$ cat src/sv/pru_pkg.sv
package pru_pkg;

  localparam int MAX_ROW_BYTES = 8192;
  localparam int ROW_AW = $clog2(MAX_ROW_BYTES);
  localparam int LEN_W = ROW_AW + 1;

  localparam int BPP_W = 3;
  localparam int LEN_CFG_W = 14;
  localparam int CFG_W = 14;

  localparam int QDEPTH = 4;
  localparam int QAW = $clog2(QDEPTH);

  localparam logic [7:0] FILT_NONE  = 8'd0;
  localparam logic [7:0] FILT_SUB   = 8'd1;
  localparam logic [7:0] FILT_UP    = 8'd2;
  localparam logic [7:0] FILT_AVG   = 8'd3;
  localparam logic [7:0] FILT_PAETH = 8'd4;

  typedef enum logic {
    CFG_BPP = 1'b0,
    CFG_LEN = 1'b1
  } cfg_idx_t;

  typedef enum logic {
    KIND_DATA  = 1'b0,
    KIND_ERROR = 1'b1
  } item_kind_t;

  typedef struct packed {
    item_kind_t        kind;
    logic [7:0]        data;
    logic [2:0]        filt;
    logic [ROW_AW-1:0] col;
    logic              first_row;
    logic              has_left;
    logic              last;
  } q_item_t;

  function automatic logic [BPP_W-1:0] eff_bpp(input logic [BPP_W-1:0] r);
    if (r == '0) return BPP_W'(1);
    if (r > BPP_W'(4)) return BPP_W'(4);
    return r;
  endfunction

  function automatic logic [LEN_W-1:0] eff_len(input logic [LEN_CFG_W-1:0] r);
    if (r == '0) return LEN_W'(1);
    if (32'(r) > 32'(MAX_ROW_BYTES)) return LEN_W'(MAX_ROW_BYTES);
    return LEN_W'(r);
  endfunction

  function automatic logic [7:0] paeth(input logic [7:0] a, input logic [7:0] b,
                                       input logic [7:0] c);
    logic signed [10:0] p;
    logic signed [10:0] da;
    logic signed [10:0] db;
    logic signed [10:0] dc;
    logic [10:0] pa;
    logic [10:0] pb;
    logic [10:0] pc;
    p  = $signed({3'b0, a}) + $signed({3'b0, b}) - $signed({3'b0, c});
    da = p - $signed({3'b0, a});
    db = p - $signed({3'b0, b});
    dc = p - $signed({3'b0, c});
    pa = (da < 0) ? 11'(-da) : 11'(da);
    pb = (db < 0) ? 11'(-db) : 11'(db);
    pc = (dc < 0) ? 11'(-dc) : 11'(dc);
    if (pa <= pb && pa <= pc) return a;
    if (pb <= pc) return b;
    return c;
  endfunction

endpackage

$ cat src/sv/pru_queue.sv
module pru_queue (
  input  logic             clk,
  input  logic             rst_n,
  input  logic             push,
  input  pru_pkg::q_item_t push_item,
  output logic             full,
  input  logic             pop,
  output logic             not_empty,
  output pru_pkg::q_item_t head
);

  pru_pkg::q_item_t         slots_r [pru_pkg::QDEPTH];
  logic [pru_pkg::QAW-1:0]  wptr_r, wptr_nxt;
  logic [pru_pkg::QAW-1:0]  rptr_r, rptr_nxt;
  logic [pru_pkg::QAW:0]    count_r, count_nxt;

  assign full      = (count_r == (pru_pkg::QAW+1)'(pru_pkg::QDEPTH));
  assign not_empty = (count_r != '0);
  assign head      = slots_r[rptr_r];

  always_comb begin
    wptr_nxt  = push ? wptr_r + 1'b1 : wptr_r;
    rptr_nxt  = pop ? rptr_r + 1'b1 : rptr_r;
    count_nxt = count_r + (pru_pkg::QAW+1)'(push) - (pru_pkg::QAW+1)'(pop);
  end

  always_ff @(posedge clk) begin
    if (push) begin
      slots_r[wptr_r] <= push_item;
    end
  end

  always_ff @(posedge clk) begin
    if (!rst_n) begin
      wptr_r  <= '0;
      rptr_r  <= '0;
      count_r <= '0;
    end else begin
      wptr_r  <= wptr_nxt;
      rptr_r  <= rptr_nxt;
      count_r <= count_nxt;
    end
  end

endmodule

$ cat config.mk
export PLATFORM = sky130hd
export DESIGN_NAME = pru_queue
export DESIGN_NICKNAME = d
export VERILOG_FILES = /design/src/sv/pru_pkg.sv /design/src/sv/pru_queue.sv
export SDC_FILE = /design/constraint.sdc
export NUM_CORES = 1
export LEC_CHECK = 0
export BUFFER_PORTS_ARGS = -buffer_cell sky130_fd_sc_hd__buf_2
export CAP_MARGIN = 20
export CORE_MARGIN = 2
export CORE_UTILIZATION = 50
export CTS_BUF_LIST = sky130_fd_sc_hd__clkbuf_4 sky130_fd_sc_hd__clkbuf_8
export CTS_CLUSTER_SIZE = 40
export DETAILED_ROUTE_END_ITERATION = 16
export GPL_ROUTABILITY_DRIVEN = 0
export GPL_TIMING_DRIVEN = 1
export PLACE_DENSITY = 0.71
export SETUP_SLACK_MARGIN = 0.3
export SKIP_LAST_GASP = 1
export SLEW_MARGIN = 20
export SYNTH_ARGS = -nofsm -noshare
export SYNTH_HDL_FRONTEND = slang
export SYNTH_SLANG_ARGS = --single-unit
$ cat constraint.sdc
create_clock -name clk -period 1.88 [get_ports clk]
set_input_delay 0 -clock clk [delete_from_list [all_inputs] [get_ports clk]]
set_output_delay 0 -clock clk [all_outputs]
set_load 0.02 [all_outputs]
# Word level (Yosys, flattened, before mapping)

Memories as Yosys holds them, arrays and structs flattened. A register that Yosys moved wholly into a read port is not among the register bits.
Index checks and enable logic that the tools add are counted.

Register bits after elaboration: 7
Memory bits (writable): 112
Output and inout port bits: 30
Word-level logic and storage cells: 14
Memories kept: 1

Add/subtract/negate cells: 4
Equal/unequal tests: 1
Multiplexer cells: 4
Reductions and logical operators: 1

Memory list:

| name    | words | bits a word | read ports | clocked after memory_dff | write ports | line            | RTL |
|---|---|---|---|---|---|---|---|
| slots_r | 4     | 28          | 1          | 1                        | 1           | pru_queue.sv:12 | `pru_pkg::q_item_t slots_r [pru_pkg::QDEPTH];` |

Operators by type and width:

| cell                                                          | number |
|---|---|
| 2-bit by 1-bit adder with 2-bit output, second input constant | 2 |
| 2-bit 2-to-1 mux                                              | 2 |
| 3-bit by 1-bit adder with 3-bit output                        | 1 |
| 3-bit equality test, second input constant                    | 1 |
| 3-bit nonzero test                                            | 1 |
| 3-bit by 1-bit subtractor with 3-bit output                   | 1 |
| 1-bit 2-to-1 mux                                              | 2 |

# Depth between registers and ports, before layout

Depth after elaboration: 3
Depth in mapped cells: 7
Depth with buffers taken out: 7

# Worst setup path before layout

OpenSTA, ideal clock, no wires.

Path type: register to register
Start point: reg count_r[0] in the netlist's numbering
End point: reg count_r[2] in the netlist's numbering
Setup time: 0.117 ns
Arrival time: 1.544 ns
Data required time: 1.763 ns
Slack: 0.219 ns
Stages on the path, launching flop included: 8
Path buffers: 0
Clock period less this slack: 1.661 ns
Cells stage by stage: dfxtp_1 > inv_1 > ha_1 > inv_1 > ha_1 > fa_1 > xor3_1 > nor2_1

Longest elaborated chain between the ends: 2

Ends and longest elaborated chain:

| item                                        | line            | RTL |
|---|---|---|
| start, declared                             | pru_queue.sv:15 | `logic [pru_pkg::QAW:0] count_r, count_nxt;` |
| start signal, assigned                      | pru_queue.sv:41 | `count_r <= count_nxt;` |
| 3-bit by 1-bit adder with 3-bit output      | pru_queue.sv:24 | `count_nxt = count_r + (pru_pkg::QAW+1)'(push) - (pru_pkg::QAW+1)'(pop);` |
| 3-bit by 1-bit subtractor with 3-bit output | pru_queue.sv:24 |  |

Every way passes these cells.
A chain may end at the register's enable or synchronous reset.

==> metrics <==
largest net degree at the start of global routing 29; Worst-Skew Late Latency 0.42 ns; nets roughly 340; max incr delay on CP 0.52 ns; max-cap viol count 0; P_sw 1510 uW; power per cell area around 1100 nW/um^2; Top delay family on crit path multiplexers; Worst R2R Path Depth 6; Initial Utilization 51.7%; Yosys reg bits 121; I/O Buffers 61; cell chain of the critical path clkbuf_16 -> mux4_2 -> buf_6; Design Power between 6000 and 7000 uW; min cycle time layout roughly 1.7 ns; clock root cell clkbuf_8; largest cells by area after synthesis edfxtp_1 74%, mux4_2 9.9%, mux4_1 4.6%, dfxtp_1 4.0%, ha_1 1.7%; Non-Filler Instances 424; Critical R2R Launch count_r[0]$_SDFF_PN0_; Total GRT Usage approximately 16%; Place WS 0.223 ns; Crit Path Category reg2out; RSZ-0062 raised after global routing yes; Core Box Area 8760 sq um; Critical path destination head[4]; count leader, synth edfxtp_1; GRT overflow 0; Via Count 2171; Syn. warnings 0; Worst path depth 3; initial antenna violation count 0; max_slew headroom 70.9%; Worst Path Buf+Inv 2; M1 wire length between 3000 and 4000 um; period utilization 90.5%; Post-Layout Inst Area ~6000 sq um; Critical Path Source Type flop; Sink Count roughly 120; required time of the critical path 1.88 ns; Synth Area per Inst 24.0 sq um; DR WL met3 375 um; Worst VDD drop 0.655 mV; logic gate share of total power roughly 14%; Routed WL 7670 um; Worst Tran Pin Value ~0.44 ns; Max FO, Critical Path 8; Mapped Area 4530 sq um; met2 wire len 3650 um; Vias/cell between 5 and 6; antenna cells 0; final setup fails 0; sequential element share of the synthesized area 78.1%; Yosys top cell area share 74.2%; CTS tree yes; arrival time worst endpoint 1.70 ns; Num CTS Buffers 17; area delta synth->final 32.0%; Die W 99.2 um; critical path endpoint category output port; deepest clock path buffer count 2; area leader, netlist edfxtp_1; EDFF count, synth around 110; Seq pwr share a little under half; status finished, final reports clean; fmax 588 MHz; leak pwr 0.00212 uW; asr flop ratio synth 0%; Worst R2R End count_r[1]$_SDFF_PN0_; share of layout cells above drive strength 1 44.3%; Clock Pin Slew Worst Setup and Hold Paths 0.07 ns; clock share of power 39.1%; Top FF cell, synth edfxtp_1; Final WS setup 0.179 ns; post-synthesis cell type count 20; Synth top cells by count 112 x edfxtp_1, 20 x mux4_2, 9 x dfxtp_1; # DRC 0; drt first pass iters 4; slowest CP cell mux4_2; skew final 0.00892 ns; dpl hpwl 4290 um; global-route wire length before repair 11500 um; die footprint 9850 sq um; FF-to-FF setup slack 0.36 ns; highest routed layer met4; htree depth 4; Internal Power 5170 uW; initial DRC count 111; Syn Inst Count 189; Sw Share 22.6%; dpl cells 359; Slew Limit Fails 0; # IOs 62; vias in the first global route 2334; Fin Setup TNS 0 ns; final hold vios 0; Routed Antenna Nets 0; WL/cell 18.1 um; Rows 34; placed inst area 4980 sq um; Syn Nets 228; post-CTS setup repair buffer count 0; Die H roughly 100 um; min-delay worst type in2reg
-- kinds of logic (layout without fill, tap and decap cells) --
logic type               count (synthesis)  in the layout  share of synthesized area, %
XOR/XNOR                                 3              3                         0.911
flip-flops                             121            121                          78.1
multiplexers                            29             29                          14.8
AO/OA/AOI/OAI                            2              2                         0.331
buffers and inverters                   13            140                          2.04
adder cells (fa/ha/maj)                  7              7                          2.10
AND/OR/NAND/NOR                         14             14                          1.68
-- power by group through the flow --
stage | clock network, uW | logic [uW] | registers [uW]
after detailed placement | 0 | 708 | 3200
after global placement | 0 | 697 | 3190
after global routing | 2760 | 989 | 3160
after CTS | 2660 | 773 | 3140
final | 2610 | 922 | 3150
after floorplan | 0 | 496 | 3180
-- cells in the final DEF (no fill, tap or decap), types with 2 or more instances in the layout --
cell / n
nor2_1: 5
clkbuf_8: 17
buf_6: 27
inv_6: 3
and2_4: 2
and2_2: 2
ha_1: 4
dfxtp_1: 7
clkinv_2: 2
xnor2_1: 2
edfxtp_1: 112
clkbuf_16: 2
clkinvlp_4: 3
mux4_2: 28
and2_1: 2
buf_12: 3
dlygate4sd3_1: 31
buf_2: 33
bufinv_16: 5
buf_4: 5
inv_1: 6
-- how the worst min path moves through the flow --
stage / from / endpoint / depth (start not counted)
floorplan: push_item[0] / slots_r[0][0]$_DFFE_PP_ / 0
global placement: push_item[26] / slots_r[3][26]$_DFFE_PP_ / 1
detailed placement: push_item[3] / slots_r[1][3]$_DFFE_PP_ / 1
CTS: push_item[1] / slots_r[3][1]$_DFFE_PP_ / 2
global route: push_item[3] / slots_r[1][3]$_DFFE_PP_ / 2
finish: push_item[1] / slots_r[3][1]$_DFFE_PP_ / 2
-- layer usage --
| metal | up-vias | GRT usage [%] |
|---|---|---|
| met3 | 12 | 4.64 |
| li1 | 1003 | - |
| met2 | 71 | 24.8 |
| met4 | 0 | 6.64 |
| met1 | 1085 | 21.3 |
| met5 | - | 0 |
-- stage by stage --
| stage | hold WS, ns | util, % |
|---|---|---|
| 4_1_cts | 0.309 | 65.8 |
| 5_1_grt | 0.315 | 68.3 |
| 2_1_floorplan | 0.0989 | - |
| 6_report | 0.330 | 68.3 |
| 3_3_place_gp | 0.215 | 56.8 |
| 3_5_place_dp | 0.221 | 56.8 |
-- layout make-up --
| class | count | area (sq um) |
|---|---|---|
| clock inverter | 15 | 221 |
| sequential | 121 | 3550 |
| clock buffer | 17 | 234 |
| inverter | 7 | 26.3 |
| fill | 590 | 2780 |
| tap | 108 | 135 |
| multi-input combinational | 55 | 893 |
| timing repair buffer | 101 | 927 |
-- state kept, by name, indices dropped and copies added (netlist names), named ones only --
name	cells
rptr_r	2
count_r	3
wptr_r	2
slots_r	112
-- what timing repair did --
| action | CTS | global route |
|---|---|---|
| endpoints found under the hold margin | 121 | 0 |
| pin swaps | 0 | 2 |
| endpoints found under the setup margin | 85 | 30 |
| gates resized for setup | 8 | 70 |
| cloned | 0 | 2 |
| hold buffers | 31 | 0 |
Note: power is estimated with default switching activity, not from simulation.
