### config.mk
export PLATFORM = sky130hd
export DESIGN_NAME = pru_front
export DESIGN_NICKNAME = d
export VERILOG_FILES = /design/src/sv/pru_pkg.sv /design/src/sv/pru_front.sv
export SDC_FILE = /design/constraint.sdc
export NUM_CORES = 1
export LEC_CHECK = 0
export ABC_CLOCK_PERIOD_IN_PS = 14000
export BUFFER_PORTS_ARGS = -buffer_cell sky130_fd_sc_hd__buf_2
export CAP_MARGIN = 30
export CORE_AREA = 2 2 129 81
export CTS_BUF_LIST = sky130_fd_sc_hd__clkbuf_2
export CTS_CLUSTER_SIZE = 16
export DETAILED_ROUTE_END_ITERATION = 7
export DIE_AREA = 0 0 131 83
export PLACE_DENSITY_LB_ADDON = 0.2
export SETUP_SLACK_MARGIN = 0.3
export SLEW_MARGIN = 15
export SYNTH_ARGS = -nofsm -noshare
export SYNTH_HDL_FRONTEND = slang
export SYNTH_SLANG_ARGS = --single-unit
### constraint.sdc
create_clock -name clk -period 14 [get_ports clk]
set_clock_uncertainty 0.2 [all_clocks]
set_input_delay 1.4 -clock clk [delete_from_list [all_inputs] [get_ports clk]]
set_output_delay 1.4 -clock clk [all_outputs]
set_load 0.005 [all_outputs]
### src/sv/pru_pkg.sv
package pru_pkg;

  localparam int MAX_ROW_BYTES = 8192;
  localparam int ROW_AW = $clog2(MAX_ROW_BYTES);
  localparam int LEN_W = ROW_AW + 1;

  localparam int BPP_W = 3;
  localparam int LEN_CFG_W = 14;
  localparam int CFG_W = 14;

  localparam int QDEPTH = 4;
  localparam int QAW = $clog2(QDEPTH);

  localparam logic [7:0] FILT_NONE  = 8'd0;
  localparam logic [7:0] FILT_SUB   = 8'd1;
  localparam logic [7:0] FILT_UP    = 8'd2;
  localparam logic [7:0] FILT_AVG   = 8'd3;
  localparam logic [7:0] FILT_PAETH = 8'd4;

  typedef enum logic {
    CFG_BPP = 1'b0,
    CFG_LEN = 1'b1
  } cfg_idx_t;

  typedef enum logic {
    KIND_DATA  = 1'b0,
    KIND_ERROR = 1'b1
  } item_kind_t;

  typedef struct packed {
    item_kind_t        kind;
    logic [7:0]        data;
    logic [2:0]        filt;
    logic [ROW_AW-1:0] col;
    logic              first_row;
    logic              has_left;
    logic              last;
  } q_item_t;

  function automatic logic [BPP_W-1:0] eff_bpp(input logic [BPP_W-1:0] r);
    if (r == '0) return BPP_W'(1);
    if (r > BPP_W'(4)) return BPP_W'(4);
    return r;
  endfunction

  function automatic logic [LEN_W-1:0] eff_len(input logic [LEN_CFG_W-1:0] r);
    if (r == '0) return LEN_W'(1);
    if (32'(r) > 32'(MAX_ROW_BYTES)) return LEN_W'(MAX_ROW_BYTES);
    return LEN_W'(r);
  endfunction

  function automatic logic [7:0] paeth(input logic [7:0] a, input logic [7:0] b,
                                       input logic [7:0] c);
    logic signed [10:0] p;
    logic signed [10:0] da;
    logic signed [10:0] db;
    logic signed [10:0] dc;
    logic [10:0] pa;
    logic [10:0] pb;
    logic [10:0] pc;
    p  = $signed({3'b0, a}) + $signed({3'b0, b}) - $signed({3'b0, c});
    da = p - $signed({3'b0, a});
    db = p - $signed({3'b0, b});
    dc = p - $signed({3'b0, c});
    pa = (da < 0) ? 11'(-da) : 11'(da);
    pb = (db < 0) ? 11'(-db) : 11'(db);
    pc = (dc < 0) ? 11'(-dc) : 11'(dc);
    if (pa <= pb && pa <= pc) return a;
    if (pb <= pc) return b;
    return c;
  endfunction

endpackage

### src/sv/pru_front.sv
module pru_front (
  input  logic                          clk,
  input  logic                          rst_n,
  input  logic                          in_fire,
  input  logic [7:0]                    in_byte,
  input  logic                          image_start,
  input  logic [pru_pkg::BPP_W-1:0]     cfg_bpp,
  input  logic [pru_pkg::LEN_CFG_W-1:0] cfg_len,
  output logic                          push,
  output pru_pkg::q_item_t              push_item
);

  logic [pru_pkg::ROW_AW-1:0] col_r, col_nxt;
  logic [2:0]                 filt_r, filt_nxt;
  logic                       first_r, first_nxt;
  logic                       await_r, await_nxt;
  logic                       failed_r, failed_nxt;

  logic [pru_pkg::ROW_AW-1:0] f_col;
  logic [pru_pkg::ROW_AW-1:0] c;
  logic [2:0]                 f_filt;
  logic                       f_first;
  logic                       f_await;
  logic                       f_failed;
  logic [pru_pkg::LEN_W-1:0]  len;
  logic [pru_pkg::BPP_W-1:0]  bpp;
  logic [pru_pkg::LEN_W-1:0]  c_inc;
  logic                       last;

  assign len = pru_pkg::eff_len(cfg_len);
  assign bpp = pru_pkg::eff_bpp(cfg_bpp);

  always_comb begin
    f_col    = image_start ? '0 : col_r;
    f_filt   = image_start ? 3'd0 : filt_r;
    f_first  = image_start ? 1'b1 : first_r;
    f_await  = image_start ? 1'b1 : await_r;
    f_failed = image_start ? 1'b0 : failed_r;
    c        = (pru_pkg::LEN_W'(f_col) >= len) ? pru_pkg::ROW_AW'(len - 1'b1) : f_col;
    c_inc    = pru_pkg::LEN_W'(c) + 1'b1;
    last     = (c_inc >= len);
  end

  always_comb begin
    col_nxt    = col_r;
    filt_nxt   = filt_r;
    first_nxt  = first_r;
    await_nxt  = await_r;
    failed_nxt = failed_r;
    push       = 1'b0;
    push_item  = '{kind: pru_pkg::KIND_ERROR, data: '0, filt: '0, col: '0,
                   first_row: 1'b0, has_left: 1'b0, last: 1'b0};
    if (in_fire) begin
      col_nxt    = f_col;
      filt_nxt   = f_filt;
      first_nxt  = f_first;
      await_nxt  = f_await;
      failed_nxt = f_failed;
      priority if (f_failed) begin
        push = 1'b1;
      end else if (f_await) begin
        if (in_byte > pru_pkg::FILT_PAETH) begin
          failed_nxt = 1'b1;
          push       = 1'b1;
        end else begin
          filt_nxt  = in_byte[2:0];
          await_nxt = 1'b0;
          col_nxt   = '0;
        end
      end else begin
        push                = 1'b1;
        push_item.kind      = pru_pkg::KIND_DATA;
        push_item.data      = in_byte;
        push_item.filt      = f_filt;
        push_item.col       = c;
        push_item.first_row = f_first;
        push_item.has_left  = (32'(c) >= 32'(bpp));
        push_item.last      = last;
        if (last) begin
          col_nxt   = '0;
          await_nxt = 1'b1;
          first_nxt = 1'b0;
        end else begin
          col_nxt = c_inc[pru_pkg::ROW_AW-1:0];
        end
      end
    end
  end

  always_ff @(posedge clk) begin
    if (!rst_n) begin
      col_r    <= '0;
      filt_r   <= '0;
      first_r  <= 1'b1;
      await_r  <= 1'b1;
      failed_r <= 1'b0;
    end else begin
      col_r    <= col_nxt;
      filt_r   <= filt_nxt;
      first_r  <= first_nxt;
      await_r  <= await_nxt;
      failed_r <= failed_nxt;
    end
  end

endmodule

Word level (Yosys, flattened, before mapping). Index checks and enable logic that the tools add are counted.

Bits in registers: 19. Input bits: 29. Output and inout bits: 29. Logic and storage cells: 57.

Add/sub/neg operators: 2. $lt $le $gt $ge: 6. Multiplexer cells: 42. Reductions and logical operators: 2.

Operators with widths (count): 28-bit two-way mux (3); 13-bit two-way mux (6); 14-bit two-way mux (4); 3-bit two-way mux (8); 1-bit two-way mux (21); 13-bit by 1-bit adder with 14-bit output (second input constant) (1); 13-bit by 14-bit greater-or-equal comparator with 1-bit output (1); 14-bit greater-or-equal comparator (1); 14-bit greater-than comparator (second input constant) (1); 14-bit logical NOT (1); 13-bit by 3-bit greater-or-equal comparator with 1-bit output (1); 13-bit by 1-bit subtractor with 13-bit output (second input constant) (1); 8-bit by 3-bit greater-than comparator with 1-bit output (second input constant) (1); 3-bit greater-than comparator (second input constant) (1); 3-bit logical NOT (1).

Longest topological paths before layout.
Depth after elaboration: 12. Mapped depth: 28. Mapped depth without buffers: 25.

Least setup slack after synthesis. Ideal clock, no wire load.

Path kind: input to output. Start: input cfg_len[7] in the netlist's numbering. End: output push_item[0] in the netlist's numbering. Arrival time: 5.882 ns. Required time: 12.400 ns. Setup slack: 6.518 ns. Cell stages on the path: 23. Path buffers: 3. Cells stage by stage: buf_2 -> nor4_2 -> nand4_1 -> a21oi_1 -> ha_1 -> nor2b_1 -> o21ai_0 -> a21oi_1 -> o22ai_2 -> buf_4 -> buf_2 -> a21oi_1 -> ha_1 -> nand3b_1 -> mux2i_1 -> nand3_2 -> or3_1 -> and2_1 -> ha_1 -> a21o_1 -> a21oi_1 -> o21ai_0 -> and2_1.

RTL lines: from (decl) (line pru_front.sv:8) `input logic [pru_pkg::LEN_CFG_W-1:0] cfg_len,`; to (decl) (line pru_front.sv:10) `output pru_pkg::q_item_t push_item`.

==> tab_implementation.tex <==
\begin{tabular}{lr}
\hline
Metric & Value \\
\hline
\multicolumn{2}{l}{\textbf{Global route}} \\
\quad Global-route wire length before repair & 15100 µm \\
\quad Vias in the first global route & 2837 \\
\quad Initial antenna violation count & 0 \\
\quad GRT Total Usage & 17.4\% \\
\quad Largest net degree at the start of global routing & 28 \\
\quad Congestion Overflow GR & 0 \\
\multicolumn{2}{l}{\textbf{Worst setup path}} \\
\quad Slowest-stage cell, CP & nor4\_2 \\
\quad Startpoint class of the critical path & input pin \\
\quad CP max FO & 9 \\
\quad Biggest cell delay along the critical path & 0.46 ns \\
\quad Crit path kind & in2out \\
\quad Critical Path Sink Type & output pin \\
\quad CP arrival & 6.72 ns \\
\quad Data required time of the worst path & 12.40 ns \\
\quad Ordered cell list for the critical path & buf\_2 -> nor4\_2 -> nand4\_1 -> a21oi\_1 -> ha\_1 -> nor2b\_1 -> o21ai\_0 -> a21oi\_1 -> o22ai\_2 -> mux2\_2 -> inv\_1 -> ha\_1 -> nand3b\_1 -> mux2i\_1 -> nand4\_1 -> xnor2\_1 -> ha\_1 -> a21o\_1 -> a21o\_1 -> a21o\_1 -> a21oi\_1 -> o21ai\_0 -> and2\_1 -> buf\_2 \\
\multicolumn{2}{l}{\textbf{Detailed routing}} \\
\quad Total iterations of the first detailed-routing run & 4 \\
\quad Vias after detailed routing & 2935 \\
\quad Routed vias/inst & 5.20 \\
\quad ANT nets after route & 0 \\
\quad Total detailed-routing wirelength & 9110 µm \\
\quad DRC errors left & 0 \\
\quad Starting DRC count in detailed routing & 196 \\
\quad Final routed wire length divided by cell count & 16.1 µm \\
\multicolumn{2}{l}{\textbf{Yosys}} \\
\quad Total of flip-flops plus latches after synthesis & 19 \\
\quad Post-Synthesis Mean Instance Area & 7.44 µm² \\
\quad Net Count, Synth & 439 \\
\quad Proportion of synthesized chip area in sequential cells & 13.5\% \\
\quad Count of mapped cells out of synthesis & 378 \\
\quad Post-Syn Area & 0.00281 mm² \\
\quad Async set-or-reset flop fraction in the synthesized netlist & 0\% \\
\quad Count of distinct cell types in the synthesized netlist & 66 \\
\quad Synthesis Warnings & 0 \\
\quad Top flip-flop cell by instance count after synthesis & dfxtp\_1 \\
\quad Number of enable flip-flop cells after synthesis & 0 \\
\multicolumn{2}{l}{\textbf{Worst hold path}} \\
\quad Path type of the worst min-delay path & reg2reg \\
\multicolumn{2}{l}{\textbf{Layout}} \\
\quad Fillers & 1040 \\
\quad Synth-to-Final Area Change & 15.7\% \\
\quad Leading cell types in the layout, fill and taps excluded & buf\_2, nor2\_1, ha\_1 \\
\quad Finished Core Util & 33.8\% \\
\quad Number of antenna cells inserted & 0 \\
\quad Fraction of layout instances using a drive strength above 1 & 20.7\% \\
\quad Final layout net count & 491 \\
\quad Most common cell after layout, fill and taps aside & buf\_2 \\
\multicolumn{2}{l}{\textbf{Clock tree}} \\
\quad Clock-pin slew of the registers on the worst-case setup and hold paths & 0.19 ns \\
\quad TritonCTS clock tree & yes \\
\quad CTS Sinks & 19 \\
\quad Count of H-tree levels built during CTS & 1 \\
\quad Resized cells post-CTS & 0 \\
\quad Maximum root-to-sink buffer count & 2 \\
\quad CTS Hold Bufs & 0 \\
\quad Root buffer selected by CTS & clkbuf\_2 \\
\quad Number of CTS-inserted buffers & 3 \\
\quad Buffers inserted during post-CTS setup optimization & 0 \\
\quad Clock Latency Late Sink & 0.34 ns \\
\multicolumn{2}{l}{\textbf{Die}} \\
\quad Vertical die dimension & 83 µm \\
\quad Initial core utilization & 29.2\% \\
\quad Die Span X & 131 µm \\
\quad Core Box Area & 0.00963 mm² \\
\quad Die Outline Area & 0.0109 mm² \\
\quad Number of I/O pins & 58 \\
\quad Std-Cell Rows & 28 \\
\multicolumn{2}{l}{\textbf{Place}} \\
\quad Final Wtd Congestion & 0.901 \\
\quad DP Wirelength & 7720 µm \\
\quad \# port buffers & 57 \\
\multicolumn{2}{l}{\textbf{STA}} \\
\quad Max-Slew Margin vs Limit & 49.4\% \\
\quad Final Slew Violations & 0 \\
\quad Highest achievable clock rate & 0.120 GHz \\
\quad Count of final hold-check violations & 0 \\
\quad Setup TNS & 0 ns \\
\quad Min cycle time layout & 8.32 ns \\
\quad Setup violation total in the final timing report & 0 \\
\quad Tcrit/Tclk final & 59.4\% \\
\quad Setup repair after global routing missed its margin & false \\
\quad Worst-Margin Slew & 0.753 ns \\
\multicolumn{2}{l}{\textbf{Power and ir drop}} \\
\quad Maximum VDD drop & 21.4 µV \\
\quad Pwr Density & 44.0 mW/mm² \\
\quad Static leakage & 1.43 nW \\
\multicolumn{2}{l}{\textbf{Flow run}} \\
\quad Maximum capacitance violations & 0 \\
\multicolumn{2}{l}{\textbf{Outcome}} \\
\quad Result of the run & complete, no violations \\
\hline
\end{tabular}
## area by class of cell
class | count | area [µm²] | area share (%)
multi-input combinational | 328 | 2310 | 70.9
sequential | 19 | 380 | 11.7
timing repair buffer | 61 | 313 | 9.61
tap | 135 | 169 | 5.19
inverter | 17 | 63.8 | 1.96
clock buffer | 4 | 20.0 | 0.615
## worst paths after layout
path | cells past startpoint | slack [ns] | from | to
setup / recovery | 24 | 5.68 | cfg_len[7] | push_item[0]
hold / removal | 2 | 0.30 | col_r[11] | col_r[11]
setup reg to reg | 23 | 7.91 | col_r[7] | col_r[4]
hold reg to reg | 2 | 0.30 | col_r[11] | col_r[11]
## worst max-delay path, delay by kind of cell
family / cells / cell delay, ns
AO/OA/AOI/OAI: 9 / 1.78
XOR/XNOR: 1 / 0.27
adder cells (fa/ha/maj): 3 / 0.79
buffers and inverters: 3 / 0.36
multiplexers: 2 / 0.79
AND/OR/NAND/NOR: 6 / 1.31
## state kept, by name (all words and copies together), names as in the netlist
name / flops
filt_r: 3
await_r: 1
first_r: 1
col_r: 13
failed_r: 1
## power by group
part,switching (mW),internal [mW]
registers,0.000808,0.0555
clock network,0.0192,0.00755
logic,0.0369,0.0232
total,0.0569,0.0862
## cells in the mapped netlist (all sizes together) (7+ instances only)
cell,count,area (µm²)
a21oi,19,98.9
nor3,12,65.1
inv,16,60.1
ha,32,400
nand3,10,55.1
a211oi,8,60.1
o21ai,19,95.1
nand2,29,109
dfxtp,19,380
mux2i,9,90.1
nand2b,8,50.1
nor2,42,158
clkbuf,9,33.8
and2,22,139
a22oi,12,90.1
xor2,9,78.8
a21o,7,52.6
nor2b,14,87.6
## through the flow
stage | hold slack, ns | setup slack [ns] | total power, mW | cell area, µm² | cells
6_report | 0.296 | 5.68 | 0.143 | 3250 | 564
5_1_grt | 0.331 | 5.28 | 0.154 | 3250 | 564
4_1_cts | 0.296 | 5.77 | 0.143 | 3250 | 564
3_5_place_dp | 0.273 | 5.76 | 0.116 | 3230 | 560
3_3_place_gp | 0.258 | 5.92 | 0.116 | 3230 | 559
2_1_floorplan | 0.245 | 6.52 | 0.0976 | 2810 | 378
## routing by layer
metal  share of wire, %  vias up  GRT usage (%)
met4               0.27        0           1.55
met5                  0        -              0
met2                 39       68           23.9
met3                6.5        2           3.41
li1                   -     1496              -
met1                 55     1369           28.2
## cells by family (layout without fill, tap and decap cells)
| logic type | Yosys count | in the layout | synth area share, % |
|---|---|---|---|
| muxes | 14 | 14 | 5.34 |
| and+or+nand+nor | 166 | 166 | 31.8 |
| buffers and inverters | 31 | 82 | 4.67 |
| xor gates and xnor gates | 15 | 15 | 4.67 |
| DFF | 19 | 19 | 13.5 |
| adders and majority gates | 32 | 32 | 14.2 |
| AOI/OAI and AO/OA | 101 | 101 | 25.8 |
No activity file was read; power rests on OpenSTA's default activity.
